**config.mk**
```make
export PLATFORM = sky130hd
export DESIGN_NAME = chord_strumplate_note_mapper_unit
export DESIGN_NICKNAME = d
export VERILOG_FILES = /design/src/hw/rtl/csnm_pkg.sv /design/src/hw/rtl/chord_strumplate_note_mapper_unit.sv /design/src/hw/rtl/csnm_div.sv
export SDC_FILE = /design/constraint.sdc
export NUM_CORES = 1
export LEC_CHECK = 0
export BUFFER_PORTS_ARGS = -buffer_cell sky130_fd_sc_hd__buf_2
export CORE_MARGIN = 2
export CORE_UTILIZATION = 30
export CTS_BUF_LIST = sky130_fd_sc_hd__clkbuf_2 sky130_fd_sc_hd__clkbuf_4 sky130_fd_sc_hd__clkbuf_8
export DETAILED_ROUTE_END_ITERATION = 12
export GPL_TIMING_DRIVEN = 0
export PLACE_DENSITY = 0.5
export SLEW_MARGIN = 0
export SYNTH_ARGS = -nofsm -noshare
export SYNTH_HDL_FRONTEND = slang
export SYNTH_SLANG_ARGS = --single-unit
export TNS_END_PERCENT = 30
```
**constraint.sdc**
```tcl
create_clock -name clk -period 10.25 [get_ports clk]
set_input_delay 1.025 -clock clk [delete_from_list [all_inputs] [get_ports clk]]
set_output_delay 1.025 -clock clk [all_outputs]
set_load 0.05 [all_outputs]
```
**src/hw/rtl/csnm_pkg.sv**
```systemverilog
// shared types, constants and chord tables for the chord strum-plate note mapper
// used by csnm_div and chord_strumplate_note_mapper_unit; no dependencies
`default_nettype none

package csnm_pkg;

	localparam int FINGER_SLOTS = 10;
	localparam int MAX_STRINGS  = 20;
	localparam int OCTAVES      = 6;

	localparam int SLOT_W  = (FINGER_SLOTS > 1) ? $clog2(FINGER_SLOTS) : 1;
	localparam int COORD_W = 9;
	localparam int STR_W   = 5;
	localparam int NOTE_W  = 7;
	localparam int BASE_W  = 6;
	localparam int ROOT_W  = 4;
	localparam int ID_W    = 8;
	// plate offset times string count (count is at most 20, five bits)
	localparam int DVD_W   = COORD_W + STR_W;

	localparam logic [ROOT_W-1:0] ROOT_MAX = 4'd11;
	localparam logic [NOTE_W:0]   NOTE_MAX = 8'd127;

	typedef enum logic [1:0] {
		FN_CHORD = 2'd0,
		FN_TOUCH = 2'd1,
		FN_LIFT  = 2'd2,
		FN_NONE  = 2'd3
	} func_t;

	typedef enum logic [2:0] {
		REG_PLATE_LEFT   = 3'd0,
		REG_PLATE_WIDTH  = 3'd1,
		REG_PLATE_TOP    = 3'd2,
		REG_PLATE_HEIGHT = 3'd3,
		REG_BASE_NOTE    = 3'd4
	} reg_index_t;

	typedef enum logic [2:0] {
		CK_MAJOR   = 3'd0,
		CK_MINOR   = 3'd1,
		CK_SEVENTH = 3'd2,
		CK_MAJ7    = 3'd3,
		CK_M7      = 3'd4,
		CK_DIM     = 3'd5,
		CK_AUG     = 3'd6
	} chord_kind_t;

	typedef struct packed {
		logic [1:0]         func;
		logic [ROOT_W-1:0]  root;
		logic               hold_major;
		logic               hold_minor;
		logic               hold_seventh;
		logic [ID_W-1:0]    finger_id;
		logic [COORD_W-1:0] touch_x;
		logic [COORD_W-1:0] touch_y;
	} item_t;

	typedef struct packed {
		logic [NOTE_W-1:0] note_number;
		logic [STR_W-1:0]  string_index;
		logic              last_of_run;
	} strike_t;

	typedef struct packed {
		logic busy;
		logic done;
	} div_stat_t;

	function automatic logic [2:0] kind_count(chord_kind_t kind);
		logic [2:0] c;
		case (kind)
			CK_SEVENTH, CK_MAJ7, CK_M7: c = 3'd4;
			default:                    c = 3'd3;
		endcase
		return c;
	endfunction

	function automatic logic [3:0] interval(chord_kind_t kind, logic [1:0] pos);
		logic [3:0] v;
		case (pos)
			2'd0: v = 4'd0;
			2'd1: v = (kind == CK_MINOR || kind == CK_M7 || kind == CK_DIM) ? 4'd3 : 4'd4;
			2'd2: v = (kind == CK_DIM) ? 4'd6 : (kind == CK_AUG) ? 4'd8 : 4'd7;
			default: v = (kind == CK_MAJ7) ? 4'd11 :
			             (kind == CK_SEVENTH || kind == CK_M7) ? 4'd10 : 4'd0;
		endcase
		return v;
	endfunction

	function automatic logic [STR_W-1:0] string_count(chord_kind_t kind);
		int n;
		n = OCTAVES * int'(kind_count(kind));
		if (n > MAX_STRINGS) n = MAX_STRINGS;
		return STR_W'(n);
	endfunction

	// semitone offset of string k above the chord root
	function automatic logic [7:0] string_offset(chord_kind_t kind, logic [STR_W-1:0] k);
		logic [3:0] q3;
		logic [4:0] r3;
		logic [3:0] oct;
		logic [1:0] pos;
		q3 = '0;
		for (int i = 1; i <= 10; i++) begin
			if (k >= 5'(3 * i)) q3 = 4'(i);
		end
		r3 = k - 5'(5'(q3) * 5'd3);
		if (kind_count(kind) == 3'd4) begin
			oct = {1'b0, k[4:2]};
			pos = k[1:0];
		end else begin
			oct = q3;
			pos = r3[1:0];
		end
		return 8'(8'(oct) * 8'd12) + 8'(interval(kind, pos));
	endfunction

endpackage

`default_nettype wire

```
**src/hw/rtl/chord_strumplate_note_mapper_unit.sv**
```systemverilog
// top level of the chord strum-plate note mapper: chord state, finger slots,
// strike sequencer and output register; depends on csnm_pkg and csnm_div
//
// usage
//   item channel (item, item_valid, item_stall): one event per transfer,
//   chord select, touch sample or finger lift. item_stall is high while an
//   event is being worked on; one event is handled at a time.
//   strike channel (strike, strike_valid, strike_stall): zero or more strikes
//   per touch sample, in crossing order; last_of_run marks the final one.
//   wr_en / wr_index / wr_data write the plate and base-note registers;
//   indexes past the register list are dropped.
// timing
//   chord select, lift, ignored codes and touches that start no division
//   (off the plate, outside x, no free slot): capture, then decode, after
//   which the next item can be taken. touch on the plate: capture, decode,
//   the one-bit-a-cycle divider that maps x to a string index, then the
//   walk, one string crossed a cycle while the output register is free.
//   strings beyond the current string count are skipped one a cycle.
// reset
//   chord goes to C major, every finger slot is freed, registers take their
//   defaults, strike_valid drops.
// stall
//   a held strike keeps its payload; the walk over crossed strings pauses
//   until the output register frees, while the last strike of a run may wait
//   there as the next item is taken.
`default_nettype none

module chord_strumplate_note_mapper_unit (
	input  wire logic                      clk,
	input  wire logic                      arst_n,
	input  wire csnm_pkg::item_t           item,
	input  wire logic                      item_valid,
	output logic                           item_stall,
	output csnm_pkg::strike_t              strike,
	output logic                           strike_valid,
	input  wire logic                      strike_stall,
	input  wire logic                      wr_en,
	input  wire logic [2:0]                wr_index,
	input  wire logic [csnm_pkg::COORD_W-1:0] wr_data
);

	localparam int SLOTS = csnm_pkg::FINGER_SLOTS;
	localparam int SW    = csnm_pkg::SLOT_W;
	localparam int XW    = csnm_pkg::COORD_W;
	localparam int STW   = csnm_pkg::STR_W;

	typedef enum logic [1:0] {
		ST_IDLE,
		ST_DECODE,
		ST_DIVIDE,
		ST_WALK
	} state_t;

	state_t                     state_q;
	csnm_pkg::item_t            item_q;

	// plate and note registers
	logic [XW-1:0]              plate_left_q;
	logic [XW-1:0]              plate_width_q;
	logic [XW-1:0]              plate_top_q;
	logic [XW-1:0]              plate_height_q;
	logic [csnm_pkg::BASE_W-1:0] base_note_q;

	// chord and finger slots
	logic [csnm_pkg::ROOT_W-1:0] chord_root_q;
	csnm_pkg::chord_kind_t      chord_kind_q;
	logic [SLOTS-1:0]           slot_in_use_q;
	logic [csnm_pkg::ID_W-1:0]  slot_finger_q [SLOTS];
	logic [STW-1:0]             slot_last_q   [SLOTS];
	logic [SLOTS-1:0]           slot_fresh_q;

	// run registers
	logic [SW-1:0]              slot_q;
	logic [STW-1:0]             target_q;
	logic [STW-1:0]             k_q;
	logic                       dir_up_q;
	csnm_pkg::strike_t          strike_q;
	logic                       strike_valid_q;

	// decode of the captured item
	csnm_pkg::func_t            func;
	csnm_pkg::chord_kind_t      new_kind;
	logic [SLOTS-1:0]           hit_vec;
	logic                       hit;
	logic [SW-1:0]              hit_slot;
	logic                       have_free;
	logic [SW-1:0]              free_slot;
	logic [XW:0]                y_bottom;
	logic [XW:0]                x_right;
	logic                       off_plate;
	logic                       outside_x;
	logic [STW-1:0]             nstr;
	logic [XW-1:0]              x_offset;
	logic [csnm_pkg::DVD_W-1:0] product;
	logic [XW-1:0]              divisor;
	logic                       div_start;
	csnm_pkg::div_stat_t        div_stat;
	logic [csnm_pkg::DVD_W-1:0] quotient;

	// divide result and walk step
	logic [STW-1:0]             s_clamped;
	logic [STW-1:0]             cur_last;
	logic                       cur_fresh;
	logic [STW-1:0]             next_k;
	logic                       next_in_range;
	logic                       out_free;
	logic                       walk_step;
	logic                       walk_done;
	logic                       load_out;
	logic [7:0]                 offset;
	logic [csnm_pkg::NOTE_W+1:0] note_sum;
	logic [csnm_pkg::NOTE_W-1:0] note;

	assign func = csnm_pkg::func_t'(item_q.func);

	// same-root button combination to chord kind
	always_comb begin
		if (item_q.hold_major && item_q.hold_minor && item_q.hold_seventh)
			new_kind = csnm_pkg::CK_AUG;
		else if (item_q.hold_major && item_q.hold_seventh)
			new_kind = csnm_pkg::CK_MAJ7;
		else if (item_q.hold_minor && item_q.hold_seventh)
			new_kind = csnm_pkg::CK_M7;
		else if (item_q.hold_major && item_q.hold_minor)
			new_kind = csnm_pkg::CK_DIM;
		else if (item_q.hold_seventh)
			new_kind = csnm_pkg::CK_SEVENTH;
		else if (item_q.hold_minor)
			new_kind = csnm_pkg::CK_MINOR;
		else
			new_kind = csnm_pkg::CK_MAJOR;
	end

	// slot search: owner of this finger id, else the lowest free slot
	always_comb begin
		hit_slot  = '0;
		free_slot = '0;
		for (int i = SLOTS - 1; i >= 0; i--) begin
			hit_vec[i] = slot_in_use_q[i] && (slot_finger_q[i] == item_q.finger_id);
			if (hit_vec[i]) hit_slot = SW'(i);
			if (!slot_in_use_q[i]) free_slot = SW'(i);
		end
		hit       = |hit_vec;
		have_free = ~&slot_in_use_q;
	end

	// plate bounds, inclusive on both edges
	assign y_bottom  = {1'b0, plate_top_q} + {1'b0, plate_height_q};
	assign x_right   = {1'b0, plate_left_q} + {1'b0, plate_width_q};
	assign off_plate = (item_q.touch_y < plate_top_q) || ({1'b0, item_q.touch_y} > y_bottom);
	assign outside_x = (item_q.touch_x < plate_left_q) || ({1'b0, item_q.touch_x} > x_right);

	assign nstr     = csnm_pkg::string_count(chord_kind_q);
	assign x_offset = item_q.touch_x - plate_left_q;
	assign product  = csnm_pkg::DVD_W'(csnm_pkg::DVD_W'(x_offset) * csnm_pkg::DVD_W'(nstr));
	// zero width counts as one
	assign divisor  = (plate_width_q == '0) ? XW'(1) : plate_width_q;

	assign div_start = (state_q == ST_DECODE) && (func == csnm_pkg::FN_TOUCH) &&
	                   !off_plate && !outside_x && (hit || have_free);

	csnm_div u_div (
		.clk      (clk),
		.arst_n   (arst_n),
		.start    (div_start),
		.dividend (product),
		.divisor  (divisor),
		.stat     (div_stat),
		.quotient (quotient)
	);

	assign s_clamped = (quotient > csnm_pkg::DVD_W'(nstr - 1'b1)) ? STW'(nstr - 1'b1)
	                                                               : STW'(quotient);
	assign cur_last  = slot_last_q[slot_q];
	assign cur_fresh = slot_fresh_q[slot_q];

	// one string a cycle toward the target while the output register is free; out-of-range strings pass silently
	assign next_k        = dir_up_q ? STW'(k_q + 1'b1) : STW'(k_q - 1'b1);
	assign next_in_range = next_k < nstr;
	assign out_free      = !strike_valid_q || !strike_stall;
	assign walk_step     = (state_q == ST_WALK) && (!next_in_range || out_free);
	assign load_out      = walk_step && next_in_range;
	assign walk_done     = walk_step && (next_k == target_q);

	assign offset   = csnm_pkg::string_offset(chord_kind_q, next_k);
	assign note_sum = (csnm_pkg::NOTE_W+2)'(base_note_q) + (csnm_pkg::NOTE_W+2)'(chord_root_q) +
	                  (csnm_pkg::NOTE_W+2)'(offset);
	assign note     = (note_sum > (csnm_pkg::NOTE_W+2)'(csnm_pkg::NOTE_MAX)) ?
	                  csnm_pkg::NOTE_W'(csnm_pkg::NOTE_MAX) : csnm_pkg::NOTE_W'(note_sum);

	// register writes
	always_ff @(posedge clk or negedge arst_n) begin
		if (!arst_n) begin
			plate_left_q   <= 9'd6;
			plate_width_q  <= 9'd308;
			plate_top_q    <= 9'd18;
			plate_height_q <= 9'd102;
			base_note_q    <= 6'd36;
		end else if (wr_en) begin
			case (csnm_pkg::reg_index_t'(wr_index))
				csnm_pkg::REG_PLATE_LEFT:   plate_left_q   <= wr_data;
				csnm_pkg::REG_PLATE_WIDTH:  plate_width_q  <= wr_data;
				csnm_pkg::REG_PLATE_TOP:    plate_top_q    <= wr_data;
				csnm_pkg::REG_PLATE_HEIGHT: plate_height_q <= wr_data;
				csnm_pkg::REG_BASE_NOTE:    base_note_q    <= wr_data[csnm_pkg::BASE_W-1:0];
				default: ;
			endcase
		end
	end

	// sequencer, chord, slot occupancy and strike register
	always_ff @(posedge clk or negedge arst_n) begin
		if (!arst_n) begin
			state_q        <= ST_IDLE;
			chord_root_q   <= '0;
			chord_kind_q   <= csnm_pkg::CK_MAJOR;
			slot_in_use_q  <= '0;
			strike_valid_q <= 1'b0;
			strike_q       <= '0;
		end else begin
			// a new strike takes the register in the cycle the old one leaves
			if (load_out) strike_valid_q <= 1'b1;
			else if (strike_valid_q && !strike_stall) strike_valid_q <= 1'b0;
			case (state_q)
				ST_IDLE: begin
					if (item_valid) state_q <= ST_DECODE;
				end
				ST_DECODE: begin
					state_q <= div_start ? ST_DIVIDE : ST_IDLE;
					case (func)
						csnm_pkg::FN_CHORD: begin
							if (item_q.root <= csnm_pkg::ROOT_MAX) begin
								chord_root_q <= item_q.root;
								chord_kind_q <= new_kind;
							end
						end
						csnm_pkg::FN_LIFT: begin
							slot_in_use_q <= slot_in_use_q & ~hit_vec;
						end
						csnm_pkg::FN_TOUCH: begin
							if (off_plate) begin
								slot_in_use_q <= slot_in_use_q & ~hit_vec;
							end else if (div_start && !hit) begin
								slot_in_use_q[free_slot] <= 1'b1;
							end
						end
						default: ;
					endcase
				end
				ST_DIVIDE: begin
					if (div_stat.done) begin
						if (!cur_fresh && s_clamped == cur_last) state_q <= ST_IDLE;
						else state_q <= ST_WALK;
					end
				end
				ST_WALK: begin
					if (load_out) begin
						strike_q.note_number  <= note;
						strike_q.string_index <= next_k;
						strike_q.last_of_run  <= next_k == target_q;
					end
					if (walk_done) state_q <= ST_IDLE;
				end
				default: state_q <= ST_IDLE;
			endcase
		end
	end

	// item capture, slot contents and walk position
	always_ff @(posedge clk) begin
		if (state_q == ST_IDLE && item_valid) item_q <= item;
		if (div_start) begin
			slot_q <= hit ? hit_slot : free_slot;
			if (!hit) begin
				slot_finger_q[free_slot] <= item_q.finger_id;
				slot_fresh_q[free_slot]  <= 1'b1;
				slot_last_q[free_slot]   <= '0;
			end
		end
		if (state_q == ST_DIVIDE && div_stat.done) begin
			target_q <= s_clamped;
			if (cur_fresh) begin
				// start one below so the first step lands on the touched string
				k_q      <= STW'(s_clamped - 1'b1);
				dir_up_q <= 1'b1;
			end else begin
				k_q      <= cur_last;
				dir_up_q <= s_clamped > cur_last;
			end
			if (!cur_fresh && s_clamped == cur_last) begin
				slot_fresh_q[slot_q] <= 1'b0;
			end
		end
		if (walk_step) k_q <= next_k;
		if (walk_done) begin
			slot_last_q[slot_q]  <= target_q;
			slot_fresh_q[slot_q] <= 1'b0;
		end
	end

	assign item_stall   = state_q != ST_IDLE;
	assign strike       = strike_q;
	assign strike_valid = strike_valid_q;

	// divider is only started when idle
	a_div_start_idle: assert property (@(posedge clk) disable iff (!arst_n)
		div_start |-> !div_stat.busy)
		else $error("divider started while busy");

	// strikes are only loaded for strings that exist on the current chord
	a_strike_in_range: assert property (@(posedge clk) disable iff (!arst_n)
		load_out |=> strike_valid && (strike.string_index < nstr))
		else $error("strike beyond string count");

	// a finished run leaves its finger holding the slot
	a_run_slot_held: assert property (@(posedge clk) disable iff (!arst_n)
		walk_done |=> slot_in_use_q[slot_q] && state_q == ST_IDLE)
		else $error("finished run without its slot");

endmodule

`default_nettype wire

```
**src/hw/rtl/csnm_div.sv**
```systemverilog
// restoring divider, one quotient bit per cycle, for the x to string mapping
// depends on csnm_pkg for widths and the status struct
`default_nettype none

module csnm_div (
	input  wire logic                        clk,
	input  wire logic                        arst_n,
	input  wire logic                        start,
	input  wire logic [csnm_pkg::DVD_W-1:0]  dividend,
	input  wire logic [csnm_pkg::COORD_W-1:0] divisor,
	output csnm_pkg::div_stat_t              stat,
	output logic [csnm_pkg::DVD_W-1:0]       quotient
);

	localparam int CNT_W = $clog2(csnm_pkg::DVD_W + 1);
	localparam logic [CNT_W-1:0] LAST = CNT_W'(csnm_pkg::DVD_W - 1);

	logic [CNT_W-1:0]               cnt_q;
	logic                           busy_q;
	logic                           done_q;
	logic [csnm_pkg::DVD_W-1:0]     dq_q;
	logic [csnm_pkg::COORD_W-1:0]   rem_q;
	logic [csnm_pkg::COORD_W-1:0]   dvs_q;
	logic [csnm_pkg::COORD_W:0]     trial;
	logic                           ge;

	assign trial = {rem_q, dq_q[csnm_pkg::DVD_W-1]};
	assign ge    = trial >= {1'b0, dvs_q};

	always_ff @(posedge clk or negedge arst_n) begin
		if (!arst_n) begin
			busy_q <= 1'b0;
			done_q <= 1'b0;
			cnt_q  <= '0;
		end else begin
			done_q <= !start && busy_q && (cnt_q == LAST);
			if (start) begin
				busy_q <= 1'b1;
				cnt_q  <= '0;
			end else if (busy_q) begin
				if (cnt_q == LAST) begin
					busy_q <= 1'b0;
				end
				cnt_q <= cnt_q + 1'b1;
			end
		end
	end

	always_ff @(posedge clk) begin
		if (start) begin
			dq_q  <= dividend;
			rem_q <= '0;
			dvs_q <= divisor;
		end else if (busy_q) begin
			rem_q <= ge ? csnm_pkg::COORD_W'(trial - {1'b0, dvs_q})
			            : csnm_pkg::COORD_W'(trial);
			dq_q  <= {dq_q[csnm_pkg::DVD_W-2:0], ge};
		end
	end

	assign stat.busy = busy_q;
	assign stat.done = done_q;
	assign quotient  = dq_q;

endmodule

`default_nettype wire
```
==> flow_metrics.py <==
metrics = {
    "layout": {
        "final_common_cell": "edfxtp_1",
        "nNetsFinal": 1814,
        "layout-drive-gt1-share_pct": 18.8,
        "fin_util_pct": 34.8,
        "final_cells": 2432,
        "final_area_um2": 20000,
        "mostFrequentLayoutCells": "edfxtp_1, ha_1, inv_1",
        "areaGrowthSynthToFinish_pct": 14.9,
    },
    "run_status": {
        "status": "finished, final reports clean",
    },
    "worst_setup_path": {
        "r2r-end": "strike[9]",
        "critical-path-max-stage-delay_ps": 520,
        "rrSetupSlack_ps": 2570,
        "worstPathMaxFanout": 10,
        "crit_arrival_ps": 8200,
        "cp.required_ps": 10770,
        "start_kind": "register",
        "cp_slowest_cell": "xor2_1",
        "cpMostUsedCell": "inv_1",
        "critical_path_class": "reg2reg",
        "critPathCaptureType": "register",
        "reg2reg_from": "k_q[0]",
        "rr_worst_depth": 28,
    },
    "global_routing": {
        "met2_usage_pct": 23.3,
        "met1_usage_pct": 18.0,
        "grtUsageTotal_pct": 14.0,
        "top_usage_layer": "met2",
        "grt_max_degree": 44,
        "first_global_vias": 11837,
        "use_met3_pct": 2.37,
        "grt_pass1_wl_um": 65900,
        "grt-ovfl-total": 0,
        "antenna_found_initial": 1,
    },
    "clocking": {
        "cts.sinks": 307,
        "cts_tree": "built",
        "ctsResizeCount": 0,
        "root_buffer": "clkbuf_8",
        "cts_setup_buffers": 0,
        "holdBufCountCts": 0,
        "clk_latency_ps": 650,
        "htreeDepth": 2,
        "path_clk_slew_ps": 60,
        "clock_path_buffers": 3,
        "cts_made_buffers": 54,
    },
    "logic_synthesis": {
        "synth_cell_types": 100,
        "synth-edff-count": 203,
        "synthCells": 1495,
        "synth_area_per_cell_um2": 11.7,
        "synthFlopType": "edfxtp_1",
        "synth_top_cell_area_share_pct": 35.0,
        "yosys-top-cells-area": "edfxtp_1, dfrtp_1, ha_1, xor2_1, mux2_2",
        "synth_top_cell_by_area": "edfxtp_1",
        "synth_async_sr_flop_share_pct": 26.4,
        "syn-cell-area_um2": 17400,
        "ys_seq_area_share_pct": 49.3,
        "ys_warn_count": 0,
        "ys_ff_latch": 307,
    },
    "drt": {
        "ant_nets": 0,
        "vias": 11657,
        "via_per_inst": 4.79,
        "initialDrtViolationCount": 562,
        "drt-wirelength-per-cell_um": 17.1,
        "drc": 0,
        "dr.pass1.iters": 5,
        "drt-total-wl_um": 41500,
    },
    "sta": {
        "finalHoldViolCount": 0,
        "finalCritPeriodShare_pct": 75.0,
        "fin_crit_ps": 7680,
        "worst_pin_slew_ps": 1320,
        "slew_headroom_pct": 11.0,
        "finalSetupViolCount": 0,
        "setup-tns-final_ps": 0,
        "fin_ws_ps": 2570,
        "slew_viol_final": 0,
        "finalClockSkew_ps": 19.1,
        "fmax_mhz": 130,
        "rsz0062_at_grt": "no",
    },
    "power_and_ir_drop": {
        "p_int_mw": 3.76,
        "leakagePower_nw": 7.90,
        "p_comb_share_pct": 53.0,
        "power_density_nw_per_um2": 319,
        "seqPwrFrac_pct": 27.1,
        "peakVddDrop_v": 0.000226,
        "power_frac_clock_pct": 19.9,
        "switchingPower_mw": 2.63,
        "sw_frac_of_total_pct": 41.1,
    },
    "min_path": {
        "hp-class": "in2async",
    },
    "place": {
        "place_inst": 2329,
        "place_ws_ps": 2690,
        "place_congestion": 0.825,
        "dp_hpwl_um": 30900,
        "port_buffers": 66,
        "placed_cell_area_um2": 18800,
    },
    "floorplanning": {
        "die_h_um": 245,
        "core_um2": 57600,
        "start_util_pct": 30.3,
        "placementRows": 88,
        "io-pin-count": 67,
        "die_width_um": 245,
        "die_area_um2": 60000,
    },
    "run": {
        "max-cap-violations": 0,
    },
}
-- per-stage QoR --
stage	power [mW]	hold slack, ps
floorplan	4.35	420
global placement	5.10	430
detailed placement	5.14	438
CTS	6.47	335
global route	6.99	374
finish	6.39	361
-- sequential cells by signal (all words and copies together), names as in the netlist, 2 cells and up, named ones only --
name            cells
base_note_q         6
chord_kind_q        3
chord_root_q        4
func                2
item_q             33
k_q                 5
plate_height_q      9
plate_left_q        9
plate_top_q         9
plate_width_q       9
slot_finger_q      80
slot_fresh_q       10
slot_in_use_q      10
slot_last_q        50
slot_q              4
state_q             2
strike             13
target_q            5
u_div.cnt_q         4
u_div.dvs_q         9
u_div.quotient     14
u_div.rem_q         9
-- cells by family (layout without fill, tap and decap cells) --
kind of cell	after synthesis	after routing	synth area share (%)
compound gates	286	286	11.2
xor+xnor	137	137	7.05
flops	307	307	49.3
fa+ha+maj	144	144	11.1
simple gates	366	366	10.8
other cells	1	3	0.0215
mux	90	90	6.48
buf+inv	164	334	4.05
-- power groups by stage --
stage	Clock [mW]	Sequential (mW)	Combinational [mW]
2_1_floorplan	0	1.78	2.58
3_3_place_gp	0	1.76	3.34
3_5_place_dp	0	1.76	3.38
4_1_cts	1.31	1.73	3.42
5_1_grt	1.36	1.76	3.87
6_report	1.27	1.73	3.39
-- synthesized netlist by cell type, types with 12 or more instances --
cell type,n
xor2_1,76
a21o_1,20
dfrtp_1,67
xnor2_1,58
o21ai_0,72
fa_1,18
a211oi_1,14
and2_1,17
nor4_1,17
inv_1,112
mux2_2,58
nand4_1,18
mux4_2,12
nand2b_1,18
nor2b_1,16
nand3_1,37
dfstp_2,14
nand2_1,96
ha_1,124
nor3_1,18
edfxtp_1,203
clkbuf_1,31
dfxtp_1,23
mux2i_1,19
a21oi_1,60
o21bai_1,14
nor2_1,80
-- critical path, delay by kind of cell, from the launching register on --
family | cells | cell delay [ps]
adder cells (fa/ha/maj) | 6 | 2280
AO/OA/AOI/OAI | 9 | 2200
AND/OR/NAND/NOR | 6 | 1150
buffers and inverters | 5 | 670
XOR/XNOR | 1 | 520
flip-flops | 1 | 380
multiplexers | 1 | 350
-- final cells by class --
type,instances,area [µm²]
antenna,1,2.50
buffer,51,282
clock buffer,80,1000
clock inverter,22,229
fill,5730,37600
inverter,113,424
multi-input combinational,1025,8150
sequential,307,8600
tap,765,957
timing repair buffer,68,380
-- how the worst max path moves through the flow --
stage	from	to	cells after the start
6_report	k_q[0]	strike[9]	28
3_5_place_dp	k_q[0]	strike[9]	28
4_1_cts	k_q[0]	strike[9]	28
3_3_place_gp	k_q[0]	strike[7]	28
2_1_floorplan	k_q[0]	strike[11]	29
5_1_grt	k_q[0]	strike[6]	30
-- metal layers --
metal  wire (µm)  vias to the layer above
met3        1380                       88
met1       18800                     5675
li1            -                     5704
met2       19800                      190
met5           0                        -
met4        1560                        0
(Power assumes the default switching activity.)
